**src/sv/fbpp_pkg.sv**
```systemverilog
// fbpp_pkg: widths, reset values, codes and controller/datapath types for the
// frame store pixel plotter. No dependencies; every other file uses it.
package fbpp_pkg;

  localparam int MaxWidthDef  = 256;
  localparam int MaxHeightDef = 256;

  localparam int FuncW    = 2;
  localparam int CoordW   = 11;
  localparam int ColorW   = 8;
  localparam int AreaW    = 9;
  localparam int LineW    = 8;
  localparam int CfgDataW = 32;
  localparam int CfgAddrW = 5;

  localparam logic [ColorW-1:0] FillAtReset     = 8'hFF;
  localparam logic [ColorW-1:0] DrawColorRst    = 8'h00;
  localparam logic [ColorW-1:0] BgColorRst      = 8'hFF;
  localparam logic [AreaW-1:0]  ActiveWidthRst  = 9'd256;
  localparam logic [AreaW-1:0]  ActiveHeightRst = 9'd256;

  typedef enum logic [FuncW-1:0] {
    FUNC_SET   = 2'd0,
    FUNC_GET   = 2'd1,
    FUNC_CLEAR = 2'd2,
    FUNC_DIRTY = 2'd3
  } func_e;

  typedef enum logic [2:0] {
    REG_DRAW_COLOR    = 3'd0,
    REG_XOR_MODE      = 3'd1,
    REG_BG_COLOR      = 3'd2,
    REG_ACTIVE_WIDTH  = 3'd3,
    REG_ACTIVE_HEIGHT = 3'd4
  } cfg_reg_e;

  typedef enum logic [2:0] {
    ST_INIT,
    ST_IDLE,
    ST_DECODE,
    ST_EXEC,
    ST_READ,
    ST_SWEEP,
    ST_RESP
  } state_e;

  typedef enum logic [1:0] {
    WR_NONE,
    WR_PLAIN,
    WR_XOR,
    WR_FILL
  } wr_kind_e;

  typedef enum logic [1:0] {
    DOP_NONE,
    DOP_MARK,
    DOP_ALL,
    DOP_TAKE
  } dirty_op_e;

  typedef enum logic [1:0] {
    RES_NONE,
    RES_ZERO,
    RES_PIXEL,
    RES_DIRTY
  } res_op_e;

  typedef struct packed {
    logic [ColorW-1:0] draw_color;
    logic              xor_mode;
    logic [ColorW-1:0] background_color;
    logic [AreaW-1:0]  active_width;
    logic [AreaW-1:0]  active_height;
  } cfg_t;

  typedef struct packed {
    logic      latch_item;
    logic      decode;
    logic      mem_rd;
    wr_kind_e  wr_kind;
    logic      sweep_start;
    dirty_op_e dirty_op;
    res_op_e   res_op;
    logic      out_load;
  } cmd_t;

  typedef struct packed {
    func_e func;
    logic  in_canvas;
    logic  xor_mode;
    logic  sweep_last;
    logic  out_free;
  } sts_t;

endpackage

```
**src/sv/fbpp_regs.sv**
```systemverilog
// fbpp_regs: APB-style configuration registers (draw color, xor mode,
// background color, active area). Depends on fbpp_pkg.
module fbpp_regs (
  input  logic                              clk_i,
  input  logic                              rst_ni,
  input  logic                              psel,
  input  logic                              penable,
  input  logic                              pwrite,
  input  logic [fbpp_pkg::CfgAddrW-1:0]     paddr,
  input  logic [fbpp_pkg::CfgDataW-1:0]     pwdata,
  output logic [fbpp_pkg::CfgDataW-1:0]     prdata,
  output logic                              pready,
  output fbpp_pkg::cfg_t                    cfg_o
);

  fbpp_pkg::cfg_t     cfg_q, cfg_d;
  fbpp_pkg::cfg_reg_e reg_sel;
  logic               wr_en;

  assign pready  = 1'b1;
  assign wr_en   = psel & penable & pwrite;
  assign reg_sel = fbpp_pkg::cfg_reg_e'(paddr[fbpp_pkg::CfgAddrW-1:2]);

  always_comb begin
    cfg_d = cfg_q;
    if (wr_en) begin
      case (reg_sel)
        fbpp_pkg::REG_DRAW_COLOR:    cfg_d.draw_color       = pwdata[fbpp_pkg::ColorW-1:0];
        fbpp_pkg::REG_XOR_MODE:      cfg_d.xor_mode         = pwdata[0];
        fbpp_pkg::REG_BG_COLOR:      cfg_d.background_color = pwdata[fbpp_pkg::ColorW-1:0];
        fbpp_pkg::REG_ACTIVE_WIDTH:  cfg_d.active_width     = pwdata[fbpp_pkg::AreaW-1:0];
        fbpp_pkg::REG_ACTIVE_HEIGHT: cfg_d.active_height    = pwdata[fbpp_pkg::AreaW-1:0];
        default: ;
      endcase
    end
  end

  always_comb begin
    case (reg_sel)
      fbpp_pkg::REG_DRAW_COLOR:    prdata = fbpp_pkg::CfgDataW'(cfg_q.draw_color);
      fbpp_pkg::REG_XOR_MODE:      prdata = fbpp_pkg::CfgDataW'(cfg_q.xor_mode);
      fbpp_pkg::REG_BG_COLOR:      prdata = fbpp_pkg::CfgDataW'(cfg_q.background_color);
      fbpp_pkg::REG_ACTIVE_WIDTH:  prdata = fbpp_pkg::CfgDataW'(cfg_q.active_width);
      fbpp_pkg::REG_ACTIVE_HEIGHT: prdata = fbpp_pkg::CfgDataW'(cfg_q.active_height);
      default:                     prdata = '0;
    endcase
  end

  always_ff @(posedge clk_i or negedge rst_ni) begin
    if (!rst_ni) begin
      cfg_q.draw_color       <= fbpp_pkg::DrawColorRst;
      cfg_q.xor_mode         <= 1'b0;
      cfg_q.background_color <= fbpp_pkg::BgColorRst;
      cfg_q.active_width     <= fbpp_pkg::ActiveWidthRst;
      cfg_q.active_height    <= fbpp_pkg::ActiveHeightRst;
    end else begin
      cfg_q <= cfg_d;
    end
  end

  assign cfg_o = cfg_q;

endmodule

```
**config.mk**
```make
export PLATFORM = sky130hd
export DESIGN_NAME = fbpp_regs
export DESIGN_NICKNAME = d
export VERILOG_FILES = /design/src/sv/fbpp_pkg.sv /design/src/sv/fbpp_regs.sv
export SDC_FILE = /design/constraint.sdc
export NUM_CORES = 1
export LEC_CHECK = 0
export BUFFER_PORTS_ARGS = -buffer_cell sky130_fd_sc_hd__buf_2
export CORE_MARGIN = 8
export CORE_UTILIZATION = 44
export DETAILED_ROUTE_END_ITERATION = 10
export PLACE_DENSITY = 0.8
export SYNTH_ARGS = -nofsm -noshare
export SYNTH_HDL_FRONTEND = slang
export SYNTH_SLANG_ARGS = --single-unit
```
**constraint.sdc**
```tcl
create_clock -name clk_i -period 1.4 [get_ports clk_i]
set_input_delay 0.14 -clock clk_i [delete_from_list [all_inputs] [get_ports clk_i]]
set_output_delay 0.14 -clock clk_i [all_outputs]
set_load 0.005 [all_outputs]
```
==> metrics.md <==
| Metric | Value |
|---|---|
| Pre-antenna DRT Iters | `4` |
| First-pass GRT wire length | `7310 um` |
| CP Launch Type | `flip-flop` |
| Critical path peak fanout | `3` |
| Rows | `24` |
| DR vias | `1361` |
| Post-route clock period utilization | `101%` |
| Fin crit period | `1.41 ns` |
| RR Startpoint | `cfg_o[18]` |
| Buf+Inv Stages, Crit Path | `1` |
| DRC | `0` |
| Skew final | `0 ns` |
| Max Cap Viol | `0` |
| Routed WL per cell | `approximately 17 um` |
| Top-count cell post-synth | `mux2_2` |
| Initial DRC Count | `52` |
| Top_reg_cell synth | `dfrtp_1` |
| RSZ-0062 raised after global routing | `true` |
| Post-synthesis cell area | `1910 um2` |
| HPWL after DPL | `approximately 3700 um` |
| Crit path max-delay family | `flip-flops` |
| Setup violations, final | `2` |
| Initial core utilization | `44.9%` |
| Yosys cell types | `27` |
| Yosys warnings | `0` |
| Commonest cells in the synthesized netlist | `27 x mux2_2, 25 x dfrtp_1, 24 x buf_4` |
| Port bufs | `60` |
| Share of layout cells above drive strength 1 | `61.3%` |
| Core box area | `4260 um2` |
| PnR worst setup slack | `-0.00967 ns` |
| Final wirelength | `4700 um` |
| Worst ir drop on vdd | `0.750 mV` |
| Max reg flops | `35` |
| CTS tree | `done` |
| Grt ovf | `0` |
| Slew Viols, Final | `0` |
| CP peak stage delay | `0.55 ns` |
| Final Hold Vio Count | `0` |
| Async S/R FF share, synth | `100%` |
| Worst-path cell chain | `mux2i_1 > o221ai_1 > buf_2` |
| CTS clk-pin slew, worst paths | `roughly 0.08 ns` |
| Number of synthesized flops with an enable pin | `0` |
| Initial antenna violation count | `0` |
| Hold Path Class | `input port to flip-flop` |
| Nets | `271` |
| DIE WIDTH | `82.0 um` |
| Cells after Synth | `149` |
| GPL Wtd Cong | `0.746` |
| Setup CP Type | `flip-flop to primary output` |
| CP max-delay cell | `dfstp_2` |
| CTS buffer count | `5` |
| Status | `finished, violations left` |
| Post-place setup slack | `-0.00827 ns` |
| Antenna Cells | `0` |
| Syn Area/Cell | `approximately 13 um2` |
| HP Start | `pwdata[8]` |
| CTS Buffer Depth | `2` |
| Crit. End Element | `primary output` |
| Register area share after synthesis | `a little under half` |
| Fmax achieved | `709 MHz` |
| Total power draw | `roughly 0.0031 W` |
| Die footprint | `6720 um2` |
| Worst EP required | `1.26 ns` |
| Crit path launch | `cfg_o[19]` |
| Failing checks | `negative setup slack` |
| #FFs+latches synth | `35` |
| Worst path arrival time | `1.27 ns` |
| Area growth syn-to-layout | `27.6%` |
| Cell Pwr Density | `1270 nW/um2` |
| Pin count of the biggest net entering global routing | `21` |
| Core Util, Final | `57.3%` |
| Synth top area cells | `dfrtp_1 33%, mux2_2 16%, dfstp_2 14%` |
| H-tree Lvls | `2` |
| Post-route ant nets | `0` |
| DIE HEIGHT | `between 80 and 90 um` |
| Total global routing track utilization | `approximately 14%` |
| Leak pwr | `1.27 nW` |
| Avg Vias per Cell | `4.83` |
| Synth area leader | `dfrtp_1` |
| Ports | `110` |
| Vias in the first global route | `approximately 1500` |
| Top-area cell type share of the netlist area | `32.7%` |
| Root Buffer | `clkbuf_8` |
| Number of fillers in the final layout | `361` |
| Clock Sinks | `35` |
| Latest clock arrival within the worst-skew pair | `0.29 ns` |
==> routing by layer <==
layer | global-route usage [%] | part of all wire [%]
met5 | 0 | 0
met4 | 4.91 | 0.98
met3 | 4.70 | 6.5
met2 | 25.2 | 53
met1 | 15.8 | 40
==> power breakdown <==
part | leakage, nW | internal [W] | switching (W)
clock network | 0.0612 | 0.000576 | 0.000366
registers | 0.424 | 0.00125 | 0.000142
logic | 0.789 | 0.000445 | 0.000318
total | 1.27 | 0.00227 | 0.000826
==> worst reg2reg max path: cells and delay by family, from the launching register on <==
family / cells / cell delay [ns]
flops: 1 / 0.37
mux: 1 / 0.25
buf+inv: 2 / 0.24
==> final timing paths <==
path / slack, ns / cells after the start / to
min in group asynchronous: 0.30 / 2 / cfg_o[29]
worst min-delay path: 0.1 / 2 / cfg_o[8]
max in group asynchronous: 0.57 / 3 / cfg_o[21]
worst max-delay path: -0.01 / 3 / prdata[1]
worst min register to register: 0.52 / 1 / cfg_o[0]
worst max register to register: 0.46 / 3 / cfg_o[18]
==> cell type report <==
| class | instances | area, um2 | share of cell area, % |
|---|---|---|---|
| sequential | 35 | 888 | 36.4 |
| timing repair buffer | 83 | 500 | 20.5 |
| tap | 52 | 65.1 | 2.66 |
| multi-input combinational | 104 | 872 | 35.7 |
| clock inverter | 2 | 35.0 | 1.43 |
| clock buffer | 6 | 82.6 | 3.38 |
==> repair_timing <==
item,in CTS,in global routing
endpoints found under the setup margin,3,7
setup buffers,2,2
resized for setup,1,0
hold buffers,1,0
pin swaps,0,2
hold endpoints to repair,9,0
==> layout by cell type, fill, tap and decap left out, drive strengths merged, types with 3 or more instances in the layout <==
master / synthesis / final
clkbuf: 2 / 6
buf: 30 / 82
mux2i: 8 / 8
mux2: 35 / 35
dfrtp: 25 / 25
conb: 2 / 24
dfstp: 10 / 10
nor4b: 3 / 3
o221ai: 7 / 7
nand2: 14 / 14
==> stage by stage <==
stage | instances | hold WS, ns | TNS [ns] | instance area, um2
6_report | 282 | 0.0968 | -0.0128 | 2440
3_3_place_gp | 269 | 0.0911 | 0 | 2290
3_5_place_dp | 269 | 0.0943 | -0.0396 | 2290
5_1_grt | 282 | 0.0922 | -0.291 | 2440
2_1_floorplan | 171 | -0.156 | 0 | 2000
4_1_cts | 280 | 0.0891 | -0.0193 | 2430
==> cell families (layout without fill, tap and decap cells) <==
family	count (synthesis)	count (layout)	share of synthesized area (%)
AOI/OAI and AO/OA	11	11	4.57
DFF	35	35	46.4
other	2	24	0.392
and+or+nand+nor	26	26	9.94
muxes	43	43	26.3
buffers and inverters	32	91	12.4
Note: power is estimated with default switching activity, not from simulation.
