===== src/sv/fbpp_pkg.sv =====
// fbpp_pkg: widths, reset values, codes and controller/datapath types for the
// frame store pixel plotter. No dependencies; every other file uses it.
package fbpp_pkg;

  localparam int MaxWidthDef  = 256;
  localparam int MaxHeightDef = 256;

  localparam int FuncW    = 2;
  localparam int CoordW   = 11;
  localparam int ColorW   = 8;
  localparam int AreaW    = 9;
  localparam int LineW    = 8;
  localparam int CfgDataW = 32;
  localparam int CfgAddrW = 5;

  localparam logic [ColorW-1:0] FillAtReset     = 8'hFF;
  localparam logic [ColorW-1:0] DrawColorRst    = 8'h00;
  localparam logic [ColorW-1:0] BgColorRst      = 8'hFF;
  localparam logic [AreaW-1:0]  ActiveWidthRst  = 9'd256;
  localparam logic [AreaW-1:0]  ActiveHeightRst = 9'd256;

  typedef enum logic [FuncW-1:0] {
    FUNC_SET   = 2'd0,
    FUNC_GET   = 2'd1,
    FUNC_CLEAR = 2'd2,
    FUNC_DIRTY = 2'd3
  } func_e;

  typedef enum logic [2:0] {
    REG_DRAW_COLOR    = 3'd0,
    REG_XOR_MODE      = 3'd1,
    REG_BG_COLOR      = 3'd2,
    REG_ACTIVE_WIDTH  = 3'd3,
    REG_ACTIVE_HEIGHT = 3'd4
  } cfg_reg_e;

  typedef enum logic [2:0] {
    ST_INIT,
    ST_IDLE,
    ST_DECODE,
    ST_EXEC,
    ST_READ,
    ST_SWEEP,
    ST_RESP
  } state_e;

  typedef enum logic [1:0] {
    WR_NONE,
    WR_PLAIN,
    WR_XOR,
    WR_FILL
  } wr_kind_e;

  typedef enum logic [1:0] {
    DOP_NONE,
    DOP_MARK,
    DOP_ALL,
    DOP_TAKE
  } dirty_op_e;

  typedef enum logic [1:0] {
    RES_NONE,
    RES_ZERO,
    RES_PIXEL,
    RES_DIRTY
  } res_op_e;

  typedef struct packed {
    logic [ColorW-1:0] draw_color;
    logic              xor_mode;
    logic [ColorW-1:0] background_color;
    logic [AreaW-1:0]  active_width;
    logic [AreaW-1:0]  active_height;
  } cfg_t;

  typedef struct packed {
    logic      latch_item;
    logic      decode;
    logic      mem_rd;
    wr_kind_e  wr_kind;
    logic      sweep_start;
    dirty_op_e dirty_op;
    res_op_e   res_op;
    logic      out_load;
  } cmd_t;

  typedef struct packed {
    func_e func;
    logic  in_canvas;
    logic  xor_mode;
    logic  sweep_last;
    logic  out_free;
  } sts_t;

endpackage


===== src/sv/fbpp_ctrl.sv =====
// fbpp_ctrl: sequencing state machine; issues commands to fbpp_dp and
// watches its status. Depends on fbpp_pkg.
module fbpp_ctrl (
  input  logic           clk_i,
  input  logic           rst_ni,
  input  logic           in_valid_i,
  output logic           in_ready_o,
  input  fbpp_pkg::sts_t sts_i,
  output fbpp_pkg::cmd_t cmd_o
);

  fbpp_pkg::state_e state_q, state_d;

  always_ff @(posedge clk_i or negedge rst_ni) begin
    if (!rst_ni) begin
      state_q <= fbpp_pkg::ST_INIT;
    end else begin
      state_q <= state_d;
    end
  end

  always_comb begin
    state_d            = state_q;
    in_ready_o         = 1'b0;
    cmd_o.latch_item   = 1'b0;
    cmd_o.decode       = 1'b0;
    cmd_o.mem_rd       = 1'b0;
    cmd_o.wr_kind      = fbpp_pkg::WR_NONE;
    cmd_o.sweep_start  = 1'b0;
    cmd_o.dirty_op     = fbpp_pkg::DOP_NONE;
    cmd_o.res_op       = fbpp_pkg::RES_NONE;
    cmd_o.out_load     = 1'b0;

    unique case (state_q)
      // power-up fill of the frame store
      fbpp_pkg::ST_INIT: begin
        cmd_o.wr_kind = fbpp_pkg::WR_FILL;
        if (sts_i.sweep_last) begin
          state_d = fbpp_pkg::ST_IDLE;
        end
      end
      fbpp_pkg::ST_IDLE: begin
        in_ready_o = 1'b1;
        if (in_valid_i) begin
          cmd_o.latch_item = 1'b1;
          state_d          = fbpp_pkg::ST_DECODE;
        end
      end
      fbpp_pkg::ST_DECODE: begin
        cmd_o.decode = 1'b1;
        state_d      = fbpp_pkg::ST_EXEC;
      end
      fbpp_pkg::ST_EXEC: begin
        unique case (sts_i.func)
          fbpp_pkg::FUNC_SET: begin
            if (sts_i.in_canvas) begin
              cmd_o.dirty_op = fbpp_pkg::DOP_MARK;
              if (sts_i.xor_mode) begin
                cmd_o.mem_rd = 1'b1;
                state_d      = fbpp_pkg::ST_READ;
              end else begin
                cmd_o.wr_kind = fbpp_pkg::WR_PLAIN;
                cmd_o.res_op  = fbpp_pkg::RES_ZERO;
                state_d       = fbpp_pkg::ST_RESP;
              end
            end else begin
              cmd_o.res_op = fbpp_pkg::RES_ZERO;
              state_d      = fbpp_pkg::ST_RESP;
            end
          end
          fbpp_pkg::FUNC_GET: begin
            if (sts_i.in_canvas) begin
              cmd_o.mem_rd = 1'b1;
              state_d      = fbpp_pkg::ST_READ;
            end else begin
              cmd_o.res_op = fbpp_pkg::RES_ZERO;
              state_d      = fbpp_pkg::ST_RESP;
            end
          end
          fbpp_pkg::FUNC_CLEAR: begin
            cmd_o.sweep_start = 1'b1;
            cmd_o.dirty_op    = fbpp_pkg::DOP_ALL;
            cmd_o.res_op      = fbpp_pkg::RES_ZERO;
            state_d           = fbpp_pkg::ST_SWEEP;
          end
          fbpp_pkg::FUNC_DIRTY: begin
            cmd_o.res_op   = fbpp_pkg::RES_DIRTY;
            cmd_o.dirty_op = fbpp_pkg::DOP_TAKE;
            state_d        = fbpp_pkg::ST_RESP;
          end
        endcase
      end
      // read data is registered, use it in the cycle after the read
      fbpp_pkg::ST_READ: begin
        if (sts_i.func == fbpp_pkg::FUNC_SET) begin
          cmd_o.wr_kind = fbpp_pkg::WR_XOR;
          cmd_o.res_op  = fbpp_pkg::RES_ZERO;
        end else begin
          cmd_o.res_op = fbpp_pkg::RES_PIXEL;
        end
        state_d = fbpp_pkg::ST_RESP;
      end
      fbpp_pkg::ST_SWEEP: begin
        cmd_o.wr_kind = fbpp_pkg::WR_FILL;
        if (sts_i.sweep_last) begin
          state_d = fbpp_pkg::ST_RESP;
        end
      end
      fbpp_pkg::ST_RESP: begin
        if (sts_i.out_free) begin
          cmd_o.out_load = 1'b1;
          state_d        = fbpp_pkg::ST_IDLE;
        end
      end
      default: state_d = fbpp_pkg::ST_INIT;
    endcase
  end

endmodule


===== config.mk =====
export PLATFORM = sky130hd
export DESIGN_NAME = fbpp_ctrl
export DESIGN_NICKNAME = d
export VERILOG_FILES = /design/src/sv/fbpp_pkg.sv /design/src/sv/fbpp_ctrl.sv
export SDC_FILE = /design/constraint.sdc
export NUM_CORES = 1
export LEC_CHECK = 0
export BUFFER_PORTS_ARGS = -buffer_cell sky130_fd_sc_hd__buf_2
export CAP_MARGIN = 10
export CORE_AREA = 2 2 39 41
export DETAILED_ROUTE_END_ITERATION = 8
export DIE_AREA = 0 0 41 43
export GPL_TIMING_DRIVEN = 0
export HOLD_SLACK_MARGIN = 0.06
export PLACE_DENSITY_LB_ADDON = 0.15
export SYNTH_ARGS = -nofsm -noshare
export SYNTH_HDL_FRONTEND = slang
export SYNTH_SLANG_ARGS = --single-unit

===== constraint.sdc =====
create_clock -name clk_i -period 2.1 [get_ports clk_i]
set_input_delay 0.21 -clock clk_i [delete_from_list [all_inputs] [get_ports clk_i]]
set_output_delay 0.21 -clock clk_i [all_outputs]
set_load 0.02 [all_outputs]

==> summary.md, run 1 <==
| Metric | Value |
|---|---|
| Clock transition at the registers of the reported paths | `0.04 ns` |
| Number of search-and-repair iterations in the first detailed-routing pass | `4` |
| RePlAce Congestion | `0.695` |
| Transition at the pin with the smallest max-transition slack | `0.310 ns` |
| Footprint of the flip-flops and latches | `75.1 um^2` |
| Max-cap viol count | `0` |
| Initial DRC count | `9` |
| Initial antenna violation count | `0` |
| Combinational cell fraction of total power | `0.702` |
| CTS tree | `yes` |
| Number of flip-flops under the largest register name | `3` |
| Final period demand of the worst path | `1.76 ns` |
| Path class of the lowest-slack min-delay path | `in -> async` |
| Final antenna-violating net count | `0` |
| RSZ-0062 raised after global routing | `false` |
| Final sum of negative setup slack | `0 ns` |
| Kind of end point of the critical path | `output port` |
| GRT Resource Usage Total | `0.141` |
| Yosys synthesis warning count | `0` |
| Worst Path Max Fanout | `10` |
| Floorplan die area | `1760 um^2` |
| Achievable frequency | `569 MHz` |
| Count of boundary I/O pins | `21` |
| Total power after layout | `788 uW` |
| Core Region | `1380 um^2` |
| Post-CTS Setup Bufs | `0` |
| #FFs+latches synth | `3` |
| Reported leakage power | `0.281 nW` |
| Largest registers | `state_q (3)` |
| Distinct cell type count after synthesis | `29` |
| Vias per cell | `4.97` |
| Switching power share of the total | `0.501` |
| Signal arrival time at the worst endpoint | `1.55 ns` |
| Largest net degree at the start of global routing | `11` |
| Die width | `41 um` |
| Placed wire-length estimate | `785 um` |
| Post-synth design cell area | `380 um^2` |
| Number of buffers inserted by port buffering | `19` |
| Data required, critical path | `1.89 ns` |
| Number of placement rows | `14` |
| Fill count | `159` |
| Final net count | `86` |
| Post-place instance area | `495 um^2` |
| Worst clock skew | `0.00147 ns` |
| Fraction of layout cells with a size suffix above 1 | `0.382` |
| Detail-routed net length per standard cell | `11.0 um` |
| Post-Synthesis Mean Instance Area | `7.31 um^2` |
| Register area share after synthesis | `0.197` |
| Cells after synthesis | `52` |
| Final Instance Area | `532 um^2` |
| Worst setup margin | `0.341 ns` |
| Post-synth net total | `61` |
| Number of buffers added by the clock tree synthesis step | `3` |
| Initial Utilization | `0.275` |
| Max-Slew Margin vs Limit | `0.793` |
| Via Count | `457` |
| Clk buf depth | `2` |
| Final count of negative-setup-slack endpoints | `0` |
| Overall overflow remaining after global route | `0` |
| Net Switching | `395 uW` |
| Tcrit/Tclk final | `0.838` |
| Run status | `complete, no violations` |
| Routed WL | `1.01 mm` |
| Total internal power | `393 uW` |
| Multi-input combinational cell area | `275 um^2` |
| Max IR drop VDD | `0.000461 V` |
| Hold Fails Final Rpt | `0` |
| Pins over their slew limit | `0` |
| Critical path start-end classification | `reg -> out` |
| Worst slack at placement | `0.586 ns` |
| Ant diodes | `0` |
| Clock sink total | `3` |
| Relative contribution of sequential cells to total power | `0.166` |
| First-pass GRT wire length | `1.62 mm` |
| CP Launch Type | `register` |
| Via count of the first global-routing pass | `385` |
| Layout overhead on the synthesized area | `39.8%` |
| Library cell used as clock root buffer | `clkbuf_4` |
| Number of levels in the clock H-tree | `1` |
| Biggest register | `state_q` |
| Clock network power share | `0.132` |
| Residual DRC count | `0` |
| Latest clock arrival within the worst-skew pair | `0.24 ns` |
| Total power divided by cell area | `1480 nW/um^2` |
| Vertical die dimension | `43 um` |
| FF-to-FF setup slack | `0.83 ns` |
[cell type report]
cell class              instances  share of cell area
repair buffers                 20               0.198
multi-input cells              43               0.518
clock buffers                   4              0.0494
plain buffers                   4              0.0424
flip-flops and latches          3               0.141
inverters                       2              0.0141
well taps                      16              0.0376
[per-layer routing]
| metal | global-route usage | up-vias | part of all wire |
|---|---|---|---|
| met1 | 0.175 | 198 | 0.48 |
| li1 | - | 237 | - |
| met4 | 0.0800 | 0 | 0.0079 |
| met2 | 0.203 | 20 | 0.45 |
| met5 | 0 | - | 0 |
| met3 | 0.0471 | 2 | 0.067 |
[cell families after synthesis]
| family | synth area share |
|---|---|
| AO/OA/AOI/OAI | 0.257 |
| buffers and inverters | 0.0790 |
| AND/OR/NAND/NOR | 0.467 |
| flip-flops | 0.197 |
[worst max-delay path, cell delays in order, from the launching register on]
cell      delay, ns
dfrtp_1        0.39
clkbuf_2       0.20
nand3b_4       0.23
o32a_1         0.20
o22ai_1        0.11
buf_2          0.18
[worst paths after layout]
| path | start | end | depth (start not counted) |
|---|---|---|---|
| hold reg to reg | state_q[0] | state_q[1] | 2 |
| min in group clk_i | sts_i[0] | state_q[2] | 4 |
| max in group asynchronous | rst_ni | state_q[0] | 2 |
| setup / recovery | state_q[2] | cmd_o[1] | 5 |
| setup reg to reg | state_q[2] | state_q[1] | 4 |
| hold / removal | rst_ni | state_q[2] | 2 |
[power by group through the flow]
stage	registers (mW)	clock network (mW)	logic (mW)
6_report	0.131	0.104	0.553
5_1_grt	0.138	0.112	0.619
4_1_cts	0.131	0.108	0.559
3_5_place_dp	0.132	0	0.556
3_3_place_gp	0.131	0	0.554
2_1_floorplan	0.118	0	0.420
[Yosys cell counts]
cell type  n  area share
nor2b_1    1       0.016
nor2_1     7       0.069
a221oi_1   1       0.023
o22ai_1    1       0.016
a31o_1     1       0.023
a2111oi_2  1       0.039
nand3b_4   1       0.053
nand4_1    1       0.016
o21ai_0    4       0.053
and3b_1    1       0.023
a31oi_1    1       0.016
and2b_4    1       0.026
o311ai_0   1       0.023
a21oi_1    1       0.013
buf_2      2       0.026
clkbuf_2   1       0.013
nor4_1     1       0.016
nor3_1     1       0.013
and2_1     1       0.016
and2b_1    1       0.020
dfrtp_1    3        0.20
buf_4      1       0.020
nor3b_1    2       0.039
nand2b_1   5       0.082
o32ai_1    1       0.023
inv_1      2       0.020
nand2_1    6       0.059
and3_1     1       0.016
o32a_1     1       0.026
[cells in the final DEF (no fill, tap or decap)]
master | Yosys | final
nand4_1 | 1 | 1
clkbuf_2 | 1 | 1
nor2_1 | 7 | 7
nor3b_1 | 2 | 2
a221oi_1 | 1 | 1
nand3b_4 | 1 | 1
and2b_4 | 1 | 1
buf_2 | 2 | 21
dlygate4sd3_1 | 0 | 1
nand2b_1 | 5 | 5
nor4_1 | 1 | 1
clkbuf_1 | 0 | 1
buf_4 | 1 | 1
o311ai_0 | 1 | 1
o21ai_0 | 4 | 4
o32ai_1 | 1 | 1
o22ai_1 | 1 | 1
o32a_1 | 1 | 1
and3_1 | 1 | 1
dfrtp_1 | 3 | 3
nand2_1 | 6 | 6
clkbuf_4 | 0 | 3
and2_1 | 1 | 1
and3b_1 | 1 | 1
nor3_1 | 1 | 1
and2b_1 | 1 | 1
a31oi_1 | 1 | 1
inv_1 | 2 | 2
a2111oi_2 | 1 | 1
a21oi_1 | 1 | 1
a31o_1 | 1 | 1
nor2b_1 | 1 | 1
[what timing repair did]
action | in CTS | in global routing
hold buffers | 1 | 0
resized for setup | 0 | 0
hold endpoints to repair | 3 | 0
[stage by stage]
stage / utilization / hold slack (ns) / instances
after global placement: 0.358 / 0.00511 / 87
final: 0.384 / 0.294 / 92
after CTS: 0.384 / 0.289 / 92
after detailed placement: 0.358 / 0.00742 / 87
after global routing: 0.384 / 0.301 / 92
after floorplan: - / -0.0856 / 52
Power figures use the tool's default switching activity.
==> inputs of run 2 (changes only) <==
==> constraint.sdc (replaced) <==
create_clock -name clk_i -period 1.7 [get_ports clk_i]
set_input_delay 0.17 -clock clk_i [delete_from_list [all_inputs] [get_ports clk_i]]
set_output_delay 0.17 -clock clk_i [all_outputs]
set_load 0.02 [all_outputs]
==> summary.md, run 2 (same netlist as run 1, synthesis figures left out) <==
| Metric | Value |
|---|---|
| Run status | `complete, no violations (unchanged)` |
| Startpoint of the worst register-to-register path | `state_q[2] (unchanged)` |
| Total power after layout | `1.05 mW (was 788 uW)` |
| Worst setup margin | `0.0822 ns (was 0.341 ns)` |
| Number of flip-flops under the largest register name | `3 (unchanged)` |
| Number of buffers added by the clock tree synthesis step | `3 (unchanged)` |
| Final period demand of the worst path | `1.62 ns` |
| RSZ-0062 raised after global routing | `false (unchanged)` |
| Floorplan die area | `1760 um^2 (unchanged)` |
| CTS tree | `yes (unchanged)` |
| Placed wire-length estimate | `785 um (unchanged)` |
| Vertical die dimension | `43 um (unchanged)` |
| Fraction of layout cells with a size suffix above 1 | `0.418 (was 0.382)` |
| Latest clock arrival within the worst-skew pair | `0.24 ns (about the same)` |
| Signal arrival time at the worst endpoint | `1.45 ns (was 1.55 ns)` |
| Ant diodes | `0 (unchanged)` |
| Die width | `41 um (unchanged)` |
| Count of boundary I/O pins | `21 (unchanged)` |
| Kind of end point of the critical path | `output port (unchanged)` |
| RePlAce Congestion | `0.695 (unchanged)` |
| Largest registers | `state_q (3) (unchanged)` |
| Largest net degree at the start of global routing | `11 (unchanged)` |
| Final sum of negative setup slack | `0 ns (unchanged)` |
| Initial DRC count | `6 (was 9)` |
| Pins over their slew limit | `0 (unchanged)` |
| GRT Resource Usage Total | `0.144 (was 0.141)` |
| Max IR drop VDD | `0.000595 V (was 0.000461 V)` |
| Final Instance Area | `564 um^2 (was 532 um^2)` |
| Worst slack at placement | `0.226 ns (was 0.586 ns)` |
| Finished Layout Cells | `95 (was 92)` |
| Vias per cell | `4.94 (was 4.97)` |
| Path class of the lowest-slack min-delay path | `in -> async (unchanged)` |
| Hold Fails Final Rpt | `0 (unchanged)` |
| Data required, critical path | `1.53 ns (was 1.89 ns)` |
| Max-cap viol count | `0 (unchanged)` |
| Number of buffers inserted by port buffering | `19 (unchanged)` |
| Worst Hold Slack | `0.255 ns (was 0.294 ns)` |
| Library cell used as clock root buffer | `clkbuf_4 (unchanged)` |
| Overall overflow remaining after global route | `0 (unchanged)` |
| Routed WL | `1.07 mm (was 1.01 mm)` |
| Final count of negative-setup-slack endpoints | `0 (unchanged)` |
| FF-to-FF path depth | `4 (unchanged)` |
| Worst reg2reg path endpoint | `state_q[0] (was state_q[1])` |
| Number of search-and-repair iterations in the first detailed-routing pass | `3 (was 4)` |
| Worst Path Max Fanout | `10 (unchanged)` |
| Total power divided by cell area | `1860 nW/um^2 (was 1480 nW/um^2)` |
| Footprint of the flip-flops and latches | `76.3 um^2 (was 75.1 um^2)` |
| Detail-routed net length per standard cell | `11.3 um (was 11.0 um)` |
| Post-layout utilization of the core | `0.408 (was 0.384)` |
| CP Launch Type | `register (unchanged)` |
| Tcrit/Tclk final | `0.952` |
| Critical path start-end classification | `reg -> out (unchanged)` |
| Cell count after placement | `87 (unchanged)` |
| Transition at the pin with the smallest max-transition slack | `0.281 ns (was 0.310 ns)` |
| Worst clock skew | `0.00125 ns (was 0.00147 ns)` |
| Via count of the first global-routing pass | `397 (was 385)` |
| Number of levels in the clock H-tree | `1 (unchanged)` |
| Post-place instance area | `495 um^2 (unchanged)` |
| Layout overhead on the synthesized area | `48.4% (was 39.8%)` |
| Max-Slew Margin vs Limit | `0.810 (was 0.793)` |
| Final antenna-violating net count | `0 (unchanged)` |
| Initial antenna violation count | `0 (unchanged)` |
| Clock sink total | `3 (unchanged)` |
| Reported leakage power | `0.296 nW (was 0.281 nW)` |
| Clock transition at the registers of the reported paths | `0.04 ns (about the same)` |
| Residual DRC count | `0 (unchanged)` |
| Biggest register | `state_q (unchanged)` |
| Fill count | `155 (was 159)` |
| First-pass GRT wire length | `1.67 mm (was 1.62 mm)` |
| Final net count | `89 (was 86)` |
| Multi-input combinational cell area | `275 um^2 (unchanged)` |
| Initial Utilization | `0.275 (unchanged)` |
| Most frequent cells in the layout | `20 x buf_2, 7 x nor2_1, 6 x nand2_1 (was 21 x buf_2, 7 x nor2_1, 6 x nand2_1)` |
| Number of placement rows | `14 (unchanged)` |
| Achievable frequency | `618 MHz` |
| FF-to-FF setup slack | `0.44 ns (was 0.83 ns)` |
| Core Region | `1380 um^2 (unchanged)` |
| Most common cell after layout, fill and taps aside | `buf_2 (unchanged)` |
| Via Count | `469 (was 457)` |
| Clk buf depth | `2 (unchanged)` |
-- run 2: worst max-delay path: stages (launching register included) --
cell and delay [ns]:
dfrtp_1 0.40, buf_6 0.15, nand3b_4 0.19, o32ai_1 0.26, buf_2 0.21
-- run 2: cell type report --
| cell class | instances | area share |
|---|---|---|
| plain buffers | 4 | 0.0510 |
| multi-input cells | 43 | 0.488 |
| flip-flops and latches | 3 | 0.135 |
| clock buffers | 4 | 0.0466 |
| inverters | 2 | 0.0133 |
| well taps | 16 | 0.0355 |
| repair buffers | 23 | 0.231 |
-- run 2: metal layers --
| layer | global-route usage | up-vias | routed length (um) |
|---|---|---|---|
| met3 | 0.0471 | 2 | 68 |
| met2 | 0.209 | 20 | 492 |
| li1 | - | 241 | - |
| met5 | 0 | - | 0 |
| met4 | 0.0800 | 0 | 8 |
| met1 | 0.178 | 206 | 500 |
-- run 2: report_power, final --
part           switching, mW  internal (mW)
Combinational          0.434          0.346
Sequential            0.0305          0.112
Clock                 0.0397         0.0881
-- run 2: worst max-delay path by stage --
stage / slack (ns) / cells after the start / end / start
finish: 0.08 / 4 / cmd_o[6] / state_q[2]
global route: 0.007 / 5 / cmd_o[1] / state_q[2]
CTS: 0.005 / 5 / cmd_o[1] / state_q[2]
detailed placement: 0.23 / 5 / cmd_o[1] / state_q[2]
global placement: 0.22 / 4 / cmd_o[6] / state_q[2]
floorplan: 0.11 / 3 / cmd_o[8] / state_q[2]
-- run 2: what timing repair did --
action / 4_1_cts / 5_1_grt
setup buffers: 0 / 3
gates resized for setup: 2 / 3
hold buffers: 1 / 0
pin swaps: 0 / 1
endpoints found under the setup margin: 2 / 4
hold endpoints to repair: 3 / 0
